===== src/rtl/core/rcfr_pkg.sv =====
`timescale 1ns / 1ps
`default_nettype none

package rcfr_pkg;

	localparam int NUM_CHANNELS = 8;
	localparam int OUT_CHANNELS = 8;
	localparam int DATA_BYTES   = 2 * NUM_CHANNELS;
	// hunt, data bytes, two CRC bytes
	localparam int POS_W        = $clog2(DATA_BYTES + 3);

	localparam logic [7:0]  SYNC_BYTE = 8'hF6;
	localparam logic [15:0] CRC_INIT  = 16'hFFFF;

	localparam logic [1:0] ST_ACCEPT   = 2'd0;
	localparam logic [1:0] ST_ALL_ZERO = 2'd1;
	localparam logic [1:0] ST_CRC_BAD  = 2'd2;

	typedef logic [15:0] chan_t;

	typedef struct packed {
		logic [1:0]                     status;
		logic [OUT_CHANNELS-1:0][15:0]  chan;
	} result_t;

	// CRC-16/MCRF4XX, one byte, reflected form
	function automatic logic [15:0] crc_update(input logic [15:0] crc, input logic [7:0] b);
		logic [7:0] t;
		t = b ^ crc[7:0];
		t = t ^ {t[3:0], 4'h0};
		return {8'h00, crc[15:8]} ^ {t, 8'h00} ^ {5'h00, t, 3'h0} ^ {12'h000, t[7:4]};
	endfunction

endpackage

`default_nettype wire


===== src/rtl/core/rcfr_deframer.sv =====
`timescale 1ns / 1ps
`default_nettype none

module rcfr_deframer (
	input  wire logic             clk,
	input  wire logic             arst_n,
	input  wire logic             take,
	input  wire logic [7:0]       rx_byte,
	output logic                  last_byte,
	output rcfr_pkg::result_t     res
);
	import rcfr_pkg::*;

	logic [POS_W-1:0] pos_q;
	logic [15:0]      crc_q;
	logic [7:0]       crc_low_q;
	chan_t            store_q [OUT_CHANNELS];

	logic [POS_W-1:0] d;
	logic [POS_W-1:0] ch;
	logic             hunting;
	logic             in_data;
	logic             crc_low_pos;
	logic             any_set;
	logic [15:0]      got;

	assign hunting     = (pos_q == '0);
	assign in_data     = !hunting && (pos_q <= POS_W'(DATA_BYTES));
	assign crc_low_pos = (pos_q == POS_W'(DATA_BYTES + 1));
	assign last_byte   = (pos_q == POS_W'(DATA_BYTES + 2));
	assign d           = pos_q - POS_W'(1);
	assign ch          = d >> 1;
	assign got         = {rx_byte, crc_low_q};

	always_ff @(posedge clk or negedge arst_n) begin
		if (!arst_n) begin
			pos_q     <= '0;
			crc_q     <= CRC_INIT;
			crc_low_q <= '0;
		end else if (take) begin
			if (hunting) begin
				if (rx_byte == SYNC_BYTE) begin
					pos_q <= POS_W'(1);
					crc_q <= CRC_INIT;
				end
			end else if (in_data) begin
				crc_q <= crc_update(crc_q, rx_byte);
				pos_q <= pos_q + POS_W'(1);
			end else if (crc_low_pos) begin
				crc_low_q <= rx_byte;
				pos_q     <= pos_q + POS_W'(1);
			end else begin
				pos_q     <= '0;
				crc_q     <= CRC_INIT;
				crc_low_q <= '0;
			end
		end
	end

	// low byte clears the high half, high byte keeps the low half
	always_ff @(posedge clk) begin
		for (int i = 0; i < OUT_CHANNELS; i++) begin
			if (take && in_data && (ch == POS_W'(i))) begin
				if (!d[0])
					store_q[i] <= {8'h00, rx_byte};
				else
					store_q[i][15:8] <= rx_byte;
			end
		end
	end

	always_comb begin
		any_set = 1'b0;
		for (int i = 0; i < OUT_CHANNELS; i++) begin
			if (i < NUM_CHANNELS)
				res.chan[i] = store_q[i];
			else
				res.chan[i] = '0;
			if (res.chan[i] != '0)
				any_set = 1'b1;
		end
		if (got != crc_q)
			res.status = ST_CRC_BAD;
		else if (!any_set)
			res.status = ST_ALL_ZERO;
		else
			res.status = ST_ACCEPT;
	end

endmodule

`default_nettype wire


===== src/rtl/core/rcfr_out_reg.sv =====
`timescale 1ns / 1ps
`default_nettype none

module rcfr_out_reg (
	input  wire logic             clk,
	input  wire logic             arst_n,
	input  wire logic             load,
	input  wire rcfr_pkg::result_t res_in,
	input  wire logic             out_ready,
	output logic                  out_valid,
	output rcfr_pkg::result_t     res_out
);
	import rcfr_pkg::*;

	logic    valid_q;
	result_t res_q;

	always_ff @(posedge clk or negedge arst_n) begin
		if (!arst_n)
			valid_q <= 1'b0;
		else if (load)
			valid_q <= 1'b1;
		else if (out_ready)
			valid_q <= 1'b0;
	end

	always_ff @(posedge clk) begin
		if (load)
			res_q <= res_in;
	end

	assign out_valid = valid_q;
	assign res_out   = res_q;

endmodule

`default_nettype wire


===== src/rtl/core/rc_frame_receiver_crc_check_top.sv =====
`timescale 1ns / 1ps
`default_nettype none

// Channel  Handshake              Payload
// in       in_valid / in_ready    rx_byte
// out      out_valid / out_ready  frame_status, chan_0 .. chan_7
//
// One byte per cycle. The frame result is registered and appears the cycle after
// the second CRC byte is taken. Bytes before the last of a frame are taken even while
// a result waits; the last byte waits until the result register is free or drained.
// Reset puts the receiver in sync hunt with the CRC at 0xFFFF; no clearing pass.

module rc_frame_receiver_crc_check_top (
	input  wire logic        clk,
	input  wire logic        arst_n,
	input  wire logic        in_valid,
	output logic             in_ready,
	input  wire logic [7:0]  rx_byte,
	output logic             out_valid,
	input  wire logic        out_ready,
	output logic [1:0]       frame_status,
	output logic [15:0]      chan_0,
	output logic [15:0]      chan_1,
	output logic [15:0]      chan_2,
	output logic [15:0]      chan_3,
	output logic [15:0]      chan_4,
	output logic [15:0]      chan_5,
	output logic [15:0]      chan_6,
	output logic [15:0]      chan_7
);
	import rcfr_pkg::*;

	logic    take;
	logic    last_byte;
	result_t res_d;
	result_t res_q;

	assign in_ready = !last_byte || !out_valid || out_ready;
	assign take     = in_valid && in_ready;

	rcfr_deframer u_deframer (
		.clk       (clk),
		.arst_n    (arst_n),
		.take      (take),
		.rx_byte   (rx_byte),
		.last_byte (last_byte),
		.res       (res_d)
	);

	rcfr_out_reg u_out_reg (
		.clk       (clk),
		.arst_n    (arst_n),
		.load      (take && last_byte),
		.res_in    (res_d),
		.out_ready (out_ready),
		.out_valid (out_valid),
		.res_out   (res_q)
	);

	assign frame_status = res_q.status;
	assign chan_0       = res_q.chan[0];
	assign chan_1       = res_q.chan[1];
	assign chan_2       = res_q.chan[2];
	assign chan_3       = res_q.chan[3];
	assign chan_4       = res_q.chan[4];
	assign chan_5       = res_q.chan[5];
	assign chan_6       = res_q.chan[6];
	assign chan_7       = res_q.chan[7];

endmodule

`default_nettype wire


===== config.mk =====
export PLATFORM = sky130hd
export DESIGN_NAME = rc_frame_receiver_crc_check_top
export DESIGN_NICKNAME = d
export VERILOG_FILES = /design/src/rtl/core/rcfr_pkg.sv /design/src/rtl/core/rcfr_deframer.sv /design/src/rtl/core/rcfr_out_reg.sv /design/src/rtl/core/rc_frame_receiver_crc_check_top.sv
export SDC_FILE = /design/constraint.sdc
export NUM_CORES = 1
export LEC_CHECK = 0
export BUFFER_PORTS_ARGS = -buffer_cell sky130_fd_sc_hd__buf_4
export CORE_UTILIZATION = 60
export CTS_CLUSTER_DIAMETER = 120
export DETAILED_ROUTE_END_ITERATION = 8
export PLACE_DENSITY = 0.93
export SLEW_MARGIN = 15
export SYNTH_ARGS = -nofsm -noshare
export SYNTH_HDL_FRONTEND = slang
export SYNTH_SLANG_ARGS = --single-unit

===== constraint.sdc =====
create_clock -name clk -period 15.55 [get_ports clk]
set_input_delay 3.11 -clock clk [delete_from_list [all_inputs] [get_ports clk]]
set_output_delay 3.11 -clock clk [all_outputs]
set_load 0.05 [all_outputs]

Word level (Yosys, flattened, before mapping) --
Memories as Yosys holds them, arrays and structs flattened. Cells that the tools add are included.
Word-level totals: register bits after elaboration 160, word-level logic and storage cells 166, memories kept 1, bits of input ports 12, memory bits (writable) 128
Cells by class: add/subtract/negate cells 2, equality and inequality tests 13, mux-type cells 83, reductions and logical operators 38, magnitude comparators 1, bitwise operators 15
Memories:
- u_deframer.store_q | words 8, width 16, rd ports 8, clocked after Yosys merged registers in 0, wr ports 1, RTL line rcfr_deframer.sv:17 | chan_t store_q [OUT_CHANNELS];
Operator list (number):
- $mux W16 | 11
- $reduce_bool A16 Y1 | 8
- $reduce_or A16 Y1 | 7
- $mux W8 | 9
- $mux W1 | 45
- $mux W3 | 7
- $mux W5 | 4
- $eq A4 B3 Y1 const B | 4
- $ne A16 B16 Y1 | 1
- $xor A16 B11 Y16 | 1
- $xor A16 B4 Y16 | 1
- $xor A8 B16 Y16 | 1
- $xor A8 B8 Y8 | 2
- $mux W2 | 7
- $logic_and A1 B1 Y1 | 12
- $eq A5 B5 Y1 const B | 2
- $logic_not A5 Y1 | 2
- $eq A4 B2 Y1 const B | 2
- $eq A8 B8 Y1 const B | 1
- $or A1 B1 Y1 | 8
- $reduce_and A3 Y1 | 2
- $add A5 B1 Y5 const B | 1
- $le A5 B5 Y1 const B | 1
- $sub A5 B1 Y5 const B | 1
- other kinds (8) | 12

Depth between registers and ports, before layout --
Gate-level depths: netlist of run 1.
depth after elaboration 18, mapped depth 13, gate-level depth less buffers 9

Cells and area by module --
From an unflattened synthesis of run 1, not the netlist that was laid out.
Second synthesis, totals: cell total of the unflattened synthesis 603, area total of the unflattened synthesis 10605.2 um^2
Modules (own cells, without submodules):
- rcfr_deframer | area an instance 6626.4 um^2, cells each 465, times used 1, sequential area each 4589.4 um^2
- rcfr_out_reg | area an instance 3940.0 um^2, cells each 133, times used 1, sequential area each 3928.8 um^2
- rc_frame_receiver_crc_check_top | area an instance 38.8 um^2, cells each 5, times used 1, sequential area each 0.0 um^2

Worst setup path after synthesis of run 1 --
No wires, ideal clock.
path type input -> register, start input out_ready, end register, netlist name u_out_reg.res_out[0], stages on the path 3, setup slack 6.144 ns, setup time 0.620 ns, arrival 8.786 ns, required time 14.930 ns, path buffers 0, path through nand2b_1 o21ai_4 nor2_1
On the way: word-level cells in the longest chain between the ends 3
Ends and longest elaborated chain:
- start, declared | RTL line rc_frame_receiver_crc_check_top.sv:20 | input wire logic out_ready,
- $logic_or A1 B1 Y1 | RTL line rc_frame_receiver_crc_check_top.sv:38 | assign in_ready = !last_byte || !out_valid || out_ready;
- $logic_and A1 B1 Y1 | RTL line rc_frame_receiver_crc_check_top.sv:39 | assign take = in_valid && in_ready;
- $logic_and A1 B1 Y1 | RTL line rc_frame_receiver_crc_check_top.sv:53 | .load (take && last_byte),
- net u_out_reg.load | RTL line rcfr_out_reg.sv:7 | input wire logic load,
The timed path passes the listed nets, and every way through them passes these cells. A chain may end at the register's enable or synchronous reset.

Worst setup path in the final report of run 1 --
start input out_ready, end output in_ready
On the way: word-level cells in the longest chain between the ends 1
Ends and longest elaborated chain:
- $logic_or A1 B1 Y1 | RTL line rc_frame_receiver_crc_check_top.sv:38
- end, declared | RTL line rc_frame_receiver_crc_check_top.sv:17 | output logic in_ready,
No other way between the ends.

==> implementation parameters, run 1 <==
Parameter                              Value

STA
  Max Slew Vio Count    0
  Clock period minus worst slack    6.85 ns
  Achievable clock frequency    146 MHz
  Final worst clock skew    0.0134 ns
  Final setup fails    0
  Number of failing hold endpoints at the final stage    0
  Final setup slack of the worst path    8.70 ns
  Tightest Pin Transition    1.17 ns
  Hold Worst Slack    0.443 ns
  Post-route fraction of the period consumed by the critical path    44.0%
  Slew margin rel.    21.7%
  Final total negative setup slack    0 ns
  RSZ-0062 raised after global routing    no

Pwr
  Power density relative to cell area    165 nW/um2
  Worst ir drop on vdd    0.103 mV
  Static Leak    4.33 nW

Setup path
  Count of cells along the worst register-to-register path    8
  Family with the most delay on the worst path    simple AND/OR/NAND/NOR gates
  Required time of the critical path    12.44 ns
  Crit path cell chain    buf_4 > nor2b_1 > nand2_1 > buf_4
  Type of element launching the critical path    input port
  Crit path buffers/inverters    2
  Element type at the critical path end    output port
  Logic depth of the worst path, buffers included    4
  Crit path top cell by count    sky130_fd_sc_hd__buf_4
  Critical path arrival    3.74 ns
  Maximum net fanout on the critical path    2
  Cell with the biggest individual delay on the critical path    sky130_fd_sc_hd__nor2b_1
  Delay of the slowest cell on the worst path    0.22 ns
  Critical Setup Path Class    in -> out

Detailed routing
  Drt pass-1 iters    5
  Number of vias per cell    6.43
  Number of remaining DRC errors    0
  Detailed-route wire length per cell    25.1 um
  Detailed-route via count    6393
  Post-detailed-route count of antenna-violating nets    0
  Aggregate routed wire length    24900 um
  Initial DRC count    838

Finish
  Inserted Diodes    0
  Post-layout instance area    12700 um2
  Post-layout net count    769
  Area Overhead vs Synth    19.6%
  Fill cell count    951
  Commonest cells after routing, fill and taps aside    sky130_fd_sc_hd__edfxtp_1, sky130_fd_sc_hd__buf_4, sky130_fd_sc_hd__nor3_1
  Most common library cell in the layout ignoring fill and taps    sky130_fd_sc_hd__edfxtp_1
  Fraction of layout cells with a size suffix above 1    28.5%

Clock network
  Maximum count of clock buffers along a single path    3
  Post-CTS Hold Buffers    0
  Clock tree from TritonCTS    done
  Setup Buffers After CTS    0
  Total clock buffers created by CTS    26
  Clock latency of the later-clocked register in the worst-skew pair    0.52 ns
  H-tree lvl count    1
  Total clock sinks    288
  Clk pin slew, worst setup/hold paths    0.07 ns
  Cts repair resizes    0
  Clock tree root buffer cell    sky130_fd_sc_hd__clkbuf_16

Logic synthesis
  Cell type with the highest aggregate area in the netlist    sky130_fd_sc_hd__edfxtp_1
  Average footprint of a synthesized cell    17.6 um2
  Mapped Nets    620
  Number of unique standard cell types used by synthesis    49
  Share of Yosys cell area claimed by the top area cell type    73.2%
  Proportion of synthesized flip-flops having asynchronous set or reset    10.4%
  FF+latch count, synth    288
  Portion of the post-synthesis area used by sequential elements    80.5%
  Most used flip-flop cell after synthesis    sky130_fd_sc_hd__edfxtp_1
  Number of flops mapped to enable cells by yosys    258
  Count of mapped cells out of synthesis    601
  Area of the mapped netlist    10600 um2
  Top post-synthesis cells by area    sky130_fd_sc_hd__edfxtp_1, sky130_fd_sc_hd__dfstp_2, sky130_fd_sc_hd__nor3_1, sky130_fd_sc_hd__dfrtp_1, sky130_fd_sc_hd__nor4_1
  Count of yosys warnings during synthesis    0

Global routing
  Largest net degree at the start of global routing    77
  Global-route wire length before repair    36300 um
  Number of antenna violations at the first check in global routing    0
  Vias in the first global route    6149
  Total grt overflow    0
  Global-route total usage across every layer    27.2%

Die
  Vertical extent of the die    135 um
  Top-level port count    144
  Placement Rows    48
  Die ar.    18200 um2
  Effective utilization at floorplan    61.4%
  Placeable core region    17200 um2
  Width of the die    135 um

Job
  Max-cap violation count    0

Placed design
  Total of buffers placed on input and output ports    143
  Placed cell areas    11800 um2
  RePlAce Congestion    0.898
  Detailed-placement wirelength estimate    15500 um
  Pre-CTS worst setup slack    8.70 ns

Min path
  Hold Path Class    reg -> reg
  Worst hold stages    0

Run status
  Status    complete, no violations
==> metrics by stage <==
stage	power [mW]	util (%)	instances
final	2.09	73.4	994
after CTS	2.06	73.3	994
after global placement	1.41	68.5	947
after floorplan	1.35	-	601
after detailed placement	1.44	68.5	947
after global routing	2.14	73.4	994
==> synth_stat cells, types with 2 or more instances <==
cell                          n
sky130_fd_sc_hd__o311ai_0     2
sky130_fd_sc_hd__buf_6       10
sky130_fd_sc_hd__a2bb2oi_1   12
sky130_fd_sc_hd__nand2_1     30
sky130_fd_sc_hd__edfxtp_1   258
sky130_fd_sc_hd__xnor2_1     20
sky130_fd_sc_hd__nand4b_1     2
sky130_fd_sc_hd__nor3_1      73
sky130_fd_sc_hd__inv_1        6
sky130_fd_sc_hd__o22a_1       5
sky130_fd_sc_hd__clkbuf_1    11
sky130_fd_sc_hd__or4_1        4
sky130_fd_sc_hd__dfstp_2     16
sky130_fd_sc_hd__buf_2        3
sky130_fd_sc_hd__nand4_1     11
sky130_fd_sc_hd__and4bb_2     2
sky130_fd_sc_hd__a22o_1       2
sky130_fd_sc_hd__xor2_1      22
sky130_fd_sc_hd__nor2_1      14
sky130_fd_sc_hd__ha_1         7
sky130_fd_sc_hd__nor4b_1      2
sky130_fd_sc_hd__nor3_2       3
sky130_fd_sc_hd__dfrtp_1     14
sky130_fd_sc_hd__o21ai_0     12
sky130_fd_sc_hd__nor4_1      36
==> final timing paths <==
check | slack (ns) | to | start
min | 0.44 | u_out_reg.res_out[103] | u_deframer.store_q[1][39]
min reg2reg | 0.44 | u_out_reg.res_out[103] | u_deframer.store_q[1][39]
min in group asynchronous | 2.51 | u_deframer.pos_q[2] | arst_n
max reg2reg | 10.79 | u_deframer.store_q[1][52] | u_deframer.pos_q[0]
max | 8.70 | in_ready | out_ready
max in group asynchronous | 12.72 | u_deframer.crc_q[1] | arst_n
==> power by group <==
part / switching, mW / total [mW] / internal, mW
registers: 0.0800 / 1.05 / 0.968
clock network: 0.270 / 0.624 / 0.355
logic: 0.284 / 0.415 / 0.130
total: 0.634 / 2.09 / 1.45
==> sequential cells by signal, summed over array words and instances, names as in the netlist <==
signal	count
u_out_reg.res_out	130
u_deframer.store_q	128
u_deframer.crc_q	16
u_deframer.crc_low_q	8
u_deframer.pos_q	5
u_out_reg.out_valid	1
==> final cells by class <==
cell class	instances	area, um2	share of cell area, %
clock buffers	33	708	5.60
clock inverters	14	116	0.919
multi-input cells	280	1900	15.0
well taps	225	282	2.22
repair buffers	147	1100	8.72
flip-flops and latches	288	8520	67.3
inverters	7	26.3	0.208
==> kinds of logic (layout without fill, tap and decap cells) <==
family	count (synthesis)	count (layout)	share of synthesized area (%)
AOI/OAI and AO/OA	43	43	3.35
muxes	1	1	0.0946
DFF	288	288	80.5
xor gates and xnor gates	42	42	3.48
adders and majority gates	7	7	0.828
buffers and inverters	33	201	1.93
and+or+nand+nor	187	187	9.79
==> metal layers <==
metal	track usage (%)	part of all wire [%]	vias to the layer above
met5	0	0	-
met4	11.4	3.2	0
met3	4.05	10	75
met2	45.5	51	492
met1	36.1	36	3180
li1	-	-	2646
No activity file was read; power rests on OpenSTA's default activity.
==> run 2: changes to the inputs <==
Settings changed: ABC_AREA set to 1, CORE_UTILIZATION 60 to 57, PLACE_DENSITY 0.93 to 0.89.
Clock period 15.55 ns to 7.1 ns, I/O delays scaled along.
==> run 2 against run 1 <==
  * Sequential share of layout area shrank 3.6 points
  * Count of clock-buffer cells in the layout rose by 1
  * Highest routed layer unchanged
  * Area after synthesis up 5.5%
  * Critical path depth stayed put
  * Core utilization fell by 2.9 points
  * Synthesized cell count is 37% higher
  * Routed wire length up 7.9%
  * Die area up 11%
  * Combinational power grew 110%
  * First-iteration DRC count rose by 13%
==> implementation parameters, run 2 <==
Parameter                              Value

STA
  Final worst clock skew    0.0194 ns
  Max Slew Vio Count    0
  RSZ-0062 raised after global routing    no
  Post-route fraction of the period consumed by the critical path    49.1%
  Achievable clock frequency    287 MHz
  Number of failing hold endpoints at the final stage    0
  Final setup fails    0
  Clock period minus worst slack    3.49 ns
  Slew margin rel.    43.5%
  Final total negative setup slack    0 ns
  Tightest Pin Transition    0.845 ns

Clock network
  Total clock buffers created by CTS    27
  Clock latency of the later-clocked register in the worst-skew pair    0.55 ns
  H-tree lvl count    1
  Clock tree from TritonCTS    done
  Clk pin slew, worst setup/hold paths    0.06 ns
  Clock tree root buffer cell    sky130_fd_sc_hd__clkbuf_16
  Total clock sinks    288
  Setup Buffers After CTS    0
  Post-CTS Hold Buffers    0
  Maximum count of clock buffers along a single path    3
  Cts repair resizes    0

Logic synthesis
  Share of the synthesized netlist area taken by xor and xnor gates    2.37%
  Mapped Nets    842
  Post-Synth Simple-Gate Area    15.7%
  FF+latch count, synth    288
  Number of unique standard cell types used by synthesis    38
  Most used flip-flop cell after synthesis    sky130_fd_sc_hd__edfxtp_1
  Portion of the post-synthesis area used by sequential elements    76.3%
  Proportion of synthesized flip-flops having asynchronous set or reset    10.4%
  Most numerous cell in the Yosys netlist    sky130_fd_sc_hd__edfxtp_1
  Count of mapped cells out of synthesis    823
  Fraction of the mapped netlist area in compound gates    1.43%
  Adder-cell area share of the yosys netlist    0.785%
  Count of yosys warnings during synthesis    0
  Average footprint of a synthesized cell    13.6 um2
  Dominant combinational cell family by area after synthesis    simple AND/OR/NAND/NOR gates
  Cell type with the highest aggregate area in the netlist    sky130_fd_sc_hd__edfxtp_1
  Mux share of post-synthesis cell area    0%
  Number of flops mapped to enable cells by yosys    258
  Share of Yosys cell area claimed by the top area cell type    69.4%
  Area of the mapped netlist    11200 um2
  Most frequent cells after synthesis    sky130_fd_sc_hd__edfxtp_1, sky130_fd_sc_hd__nand2_1, sky130_fd_sc_hd__nor2_1
  Top post-synthesis cells by area    sky130_fd_sc_hd__edfxtp_1, sky130_fd_sc_hd__nand2_1, sky130_fd_sc_hd__nor2_1, sky130_fd_sc_hd__dfstp_2, sky130_fd_sc_hd__dfrtp_1

Pwr
  Fraction of power consumed by the clock network    31.6%
  Switch Pwr    1.34 mW
  Static Leak    5.19 nW
  Power density relative to cell area    327 nW/um2
  Worst ir drop on vdd    0.191 mV
  Comb power frac    20.1%
  Sequential share of power    48.4%
  Sw Ratio    30.7%
  Power Total    4.37 mW
  Cell internal pwr    3.03 mW

Detailed routing
  Initial DRC count    949
  Detailed-route via count    7151
  Drt pass-1 iters    7
  Aggregate routed wire length    26900 um
  Number of vias per cell    5.63
  Post-detailed-route count of antenna-violating nets    0
  Number of remaining DRC errors    0
  Detailed-route wire length per cell    21.2 um

Die
  Die ar.    20100 um2
  Top-level port count    144
  Width of the die    142 um
  Placeable core region    19000 um2
  Vertical extent of the die    142 um
  Placement Rows    50
  Effective utilization at floorplan    58.9%

Finish
  Flip-flop count of the largest register, all copies and words added    130
  Fill cell count    1130
  Inserted Diodes    0
  Commonest cells after routing, fill and taps aside    sky130_fd_sc_hd__edfxtp_1, sky130_fd_sc_hd__nand2_1, sky130_fd_sc_hd__nor2_1
  Fraction of layout cells with a size suffix above 1    23.5%
  Post-layout utilization of the core    70.6%
  Post-layout net count    1010
  Area Overhead vs Synth    19.8%
  Final Instance Count excl. Fillers    1271
  Post-layout instance area    13400 um2
  Most common library cell in the layout ignoring fill and taps    sky130_fd_sc_hd__edfxtp_1

Setup path
  Critical path arrival    2.07 ns
  Maximum net fanout on the critical path    4
  Type of element launching the critical path    input port
  Element type at the critical path end    output port
  FF-to-FF Start    u_deframer.pos_q[0]
  Start point of the critical path    out_ready
  Required time of the critical path    5.68 ns
  Critical Setup Path Class    in -> out

Global routing
  Vias in the first global route    6964
  Largest net degree at the start of global routing    48
  Total grt overflow    0
  Global-route wire length before repair    39600 um
  Global-route total usage across every layer    26.8%
  Number of antenna violations at the first check in global routing    0

Placed design
  Detailed-placement wirelength estimate    17300 um
  Total of buffers placed on input and output ports    143
  RePlAce Congestion    0.881
  Number of placed instances, taps included    1221
  Placed cell areas    12500 um2

Run status
  Status    complete, no violations

Min path
  Start point of the worst hold path    u_deframer.store_q[0][25]
  Hold Path Class    reg -> reg

Job
  Max-cap violation count    0
## run 2: routing by layer
metal	routed length, um	up-vias	global-route usage (%)
met5	0	-	0
met1	9650	3442	34.7
met2	13600	511	46.9
met3	2780	80	3.67
li1	-	3118	-
met4	831	0	9.45
## run 2: critical path: stages
cell and delay, ns:
sky130_fd_sc_hd__buf_4 0.12, sky130_fd_sc_hd__nor2_1 0.18, sky130_fd_sc_hd__nand4_4 0.13, sky130_fd_sc_hd__buf_4 0.22
## run 2: kinds of logic after synthesis
group / Yosys count
AO/OA/AOI/OAI: 26
flip-flops: 288
buffers and inverters: 93
XOR/XNOR: 28
adder cells (fa/ha/maj): 7
AND/OR/NAND/NOR: 381
## run 2: final cells by class
cell class              instances  area, um2  share of cell area, %
flip-flops and latches        288       8520                   63.7
multi-input cells             442       2270                   17.0
repair buffers                146       1110                   8.29
clock buffers                  34        702                   5.25
inverters                      86        327                   2.44
well taps                     260        325                   2.43
clock inverters                15        124                  0.926
## run 2: final timing paths
check	to	slack [ns]	cells after the start
worst min register to register	u_out_reg.res_out[25]	0.45	0
worst max register to register	u_deframer.store_q[0][18]	4.04	9
max in group asynchronous	u_deframer.crc_q[11]	5.96	1
worst max-delay path	in_ready	3.61	4
worst min-delay path	u_out_reg.res_out[25]	0.45	0
min in group asynchronous	u_deframer.crc_low_q[2]	0.81	1
## run 2: power groups by stage
stage	registers [mW]	clock network, mW	logic (mW)
2_1_floorplan	2.16	0	0.622
3_3_place_gp	2.13	0	0.813
3_5_place_dp	2.14	0	0.846
4_1_cts	2.11	1.38	0.858
5_1_grt	2.12	1.43	0.956
6_report	2.12	1.38	0.879
## run 2: stage by stage
step / setup slack, ns / hold slack (ns)
2_1_floorplan: 1.48 / 0.426
3_5_place_dp: 3.37 / 0.435
4_1_cts: 3.60 / 0.447
6_report: 3.61 / 0.445
5_1_grt: 3.55 / 0.449
3_3_place_gp: 3.46 / 0.430
==> run 3: changes to the inputs <==
Clock period 7.1 ns to 3.6 ns, I/O delays scaled along.
==> run 3 against run 2 <==
  * Non-clock buffer count increased by 1
  * First-iteration DRC count down 18%
  * Sequential share of layout area is 0.066 points lower
  * Routed wire length is 4.9% lower
  * Count of clock-buffer cells in the layout shrank 8
  * Critical path type is now reg -> reg
  * Critical path depth is 5 higher
  * Die area unchanged
==> implementation parameters, run 3 (same netlist as run 2, synthesis figures left out) <==
Parameter                              Value

Run status
  Status    complete, no violations

Pwr
  Worst ir drop on vdd    0.391 mV
  Sequential share of power    48.7%
  Switch Pwr    2.62 mW
  Power density relative to cell area    639 nW/um2
  Power Total    8.55 mW
  Comb power frac    20.3%
  Static Leak    5.18 nW
  Sw Ratio    30.6%
  Cell internal pwr    5.93 mW
  Fraction of power consumed by the clock network    31.0%

Setup path
  Crit path cell chain    inv_4 > ha_1 > nand2_1 > inv_1 > ha_1 > nand3_2 > nor2_4 > nand2_1 > nor2_1
  Required time of the critical path    3.76 ns
  Cell with the biggest individual delay on the critical path    sky130_fd_sc_hd__nor2_1
  Element type at the critical path end    flop
  Crit path buffers/inverters    2
  Critical Setup Path Class    reg -> reg
  Delay of the slowest cell on the worst path    0.56 ns
  Maximum net fanout on the critical path    21
  Critical path arrival    3.23 ns
  Family with the most delay on the worst path    simple AND/OR/NAND/NOR gates
  Worst reg-to-reg setup slack    0.54 ns
  Type of element launching the critical path    flop

Clock network
  Setup Buffers After CTS    0
  Clock tree root buffer cell    sky130_fd_sc_hd__clkbuf_16
  Clock latency of the later-clocked register in the worst-skew pair    0.54 ns
  Post-CTS Hold Buffers    0
  Total clock sinks    288
  Clock tree from TritonCTS    done
  Maximum count of clock buffers along a single path    3
  Clk pin slew, worst setup/hold paths    0.07 ns
  H-tree lvl count    1
  Cts repair resizes    0
  Total clock buffers created by CTS    26

Finish
  Flip-flop count of the largest register, all copies and words added    130
  Post-layout net count    1010
  Area Overhead vs Synth    20.0%
  Final Instance Count excl. Fillers    1270
  Fraction of layout cells with a size suffix above 1    24.2%
  Inserted Diodes    0
  Most common library cell in the layout ignoring fill and taps    sky130_fd_sc_hd__edfxtp_1
  Commonest cells after routing, fill and taps aside    sky130_fd_sc_hd__edfxtp_1, sky130_fd_sc_hd__nand2_1, sky130_fd_sc_hd__nor2_1
  Post-layout instance area    13400 um2

Global routing
  Largest net degree at the start of global routing    72
  Total grt overflow    0
  Global-route total usage across every layer    25.5%
  Number of antenna violations at the first check in global routing    0
  Vias in the first global route    6888
  Global-route wire length before repair    37900 um

Placed design
  Total of buffers placed on input and output ports    143
  Number of placed instances, taps included    1223
  RePlAce Congestion    0.893
  Placed cell areas    12600 um2
  Detailed-placement wirelength estimate    17000 um

Detailed routing
  Detailed-route wire length per cell    20.1 um
  Number of remaining DRC errors    0
  Aggregate routed wire length    25600 um
  Initial DRC count    774
  Post-detailed-route count of antenna-violating nets    0
  Detailed-route via count    7041
  Drt pass-1 iters    5
  Number of vias per cell    5.54

Die
  Effective utilization at floorplan    58.9%
  Die ar.    20100 um2
  Placeable core region    19000 um2
  Width of the die    142 um
  Placement Rows    50
  Top-level port count    144
  Vertical extent of the die    142 um

STA
  RSZ-0062 raised after global routing    no
  Achievable clock frequency    327 MHz
  Final setup fails    0
  Number of failing hold endpoints at the final stage    0
  Post-route fraction of the period consumed by the critical path    85.0%
  Clock period minus worst slack    3.06 ns
  Final worst clock skew    0.0187 ns
  Final total negative setup slack    0 ns
  Max Slew Vio Count    0
  Slew margin rel.    44.0%
  Tightest Pin Transition    0.838 ns

Min path
  Hold Path Class    in -> async

Job
  Max-cap violation count    0
## run 3: cell types whose count changed in the layout (fill, tap and decap cells not counted), sizes merged
| cell | delta |
|---|---|
| clkinvlp | +3 |
| clkinv | +4 |
| inv | -1 |
| clkbuf | -8 |
| buf | +1 |
## run 3: final timing paths
kind                                            from                   endpoint  cells after the start
setup / recovery                 u_deframer.pos_q[0]  u_deframer.store_q[0][37]                      9
hold / removal                                arst_n    u_deframer.crc_low_q[5]                      1
setup reg to reg                 u_deframer.pos_q[0]  u_deframer.store_q[0][37]                      9
hold reg to reg            u_deframer.store_q[1][35]      u_out_reg.res_out[99]                      0
max in group asynchronous                     arst_n        u_deframer.crc_q[2]                      1
min in group clk                           out_ready        u_out_reg.out_valid                      2
## run 3: routing by layer
metal  vias to the layer above  track usage (%)  share of wire [%]
met5                         -                0                  0
li1                       3110                -                  -
met2                       484             43.5                 49
met4                         0             11.9                4.6
met3                       102             5.18                 11
met1                      3345             31.6                 35
## run 3: power by group through the flow
stage	logic (mW)	registers [mW]	clock network, mW
5_1_grt	1.89	4.18	2.80
4_1_cts	1.71	4.16	2.67
3_5_place_dp	1.67	4.22	0
6_report	1.73	4.17	2.65
2_1_floorplan	1.24	4.26	0
3_3_place_gp	1.59	4.21	0
## run 3: layout make-up
| cell class | instances | area, um2 |
|---|---|---|
| flip-flops and latches | 288 | 8520 |
| fillers | 1136 | 5570 |
| multi-input cells | 442 | 2280 |
| repair buffers | 147 | 1120 |
| clock buffers | 26 | 651 |
| inverters | 86 | 327 |
| well taps | 260 | 325 |
| clock inverters | 21 | 174 |
## run 3: worst reg2reg max path, cell delays in order, from the launching register on
cell and delay, ns:
sky130_fd_sc_hd__dfrtp_1 0.46, sky130_fd_sc_hd__inv_4 0.20, sky130_fd_sc_hd__ha_1 0.29, sky130_fd_sc_hd__nand2_1 0.12, sky130_fd_sc_hd__inv_1 0.06, sky130_fd_sc_hd__ha_1 0.36
sky130_fd_sc_hd__nand3_2 0.25, sky130_fd_sc_hd__nor2_4 0.27, sky130_fd_sc_hd__nand2_1 0.14, sky130_fd_sc_hd__nor2_1 0.56
## run 3: through the flow
stage	util, %	setup slack [ns]	hold WS, ns
final	70.6	0.539	0.116
after global routing	70.6	0.413	0.140
after CTS	70.6	0.582	0.118
after detailed placement	66.3	0.661	0.436
after global placement	66.3	0.843	0.430
after floorplan	-	0.00242	0.424
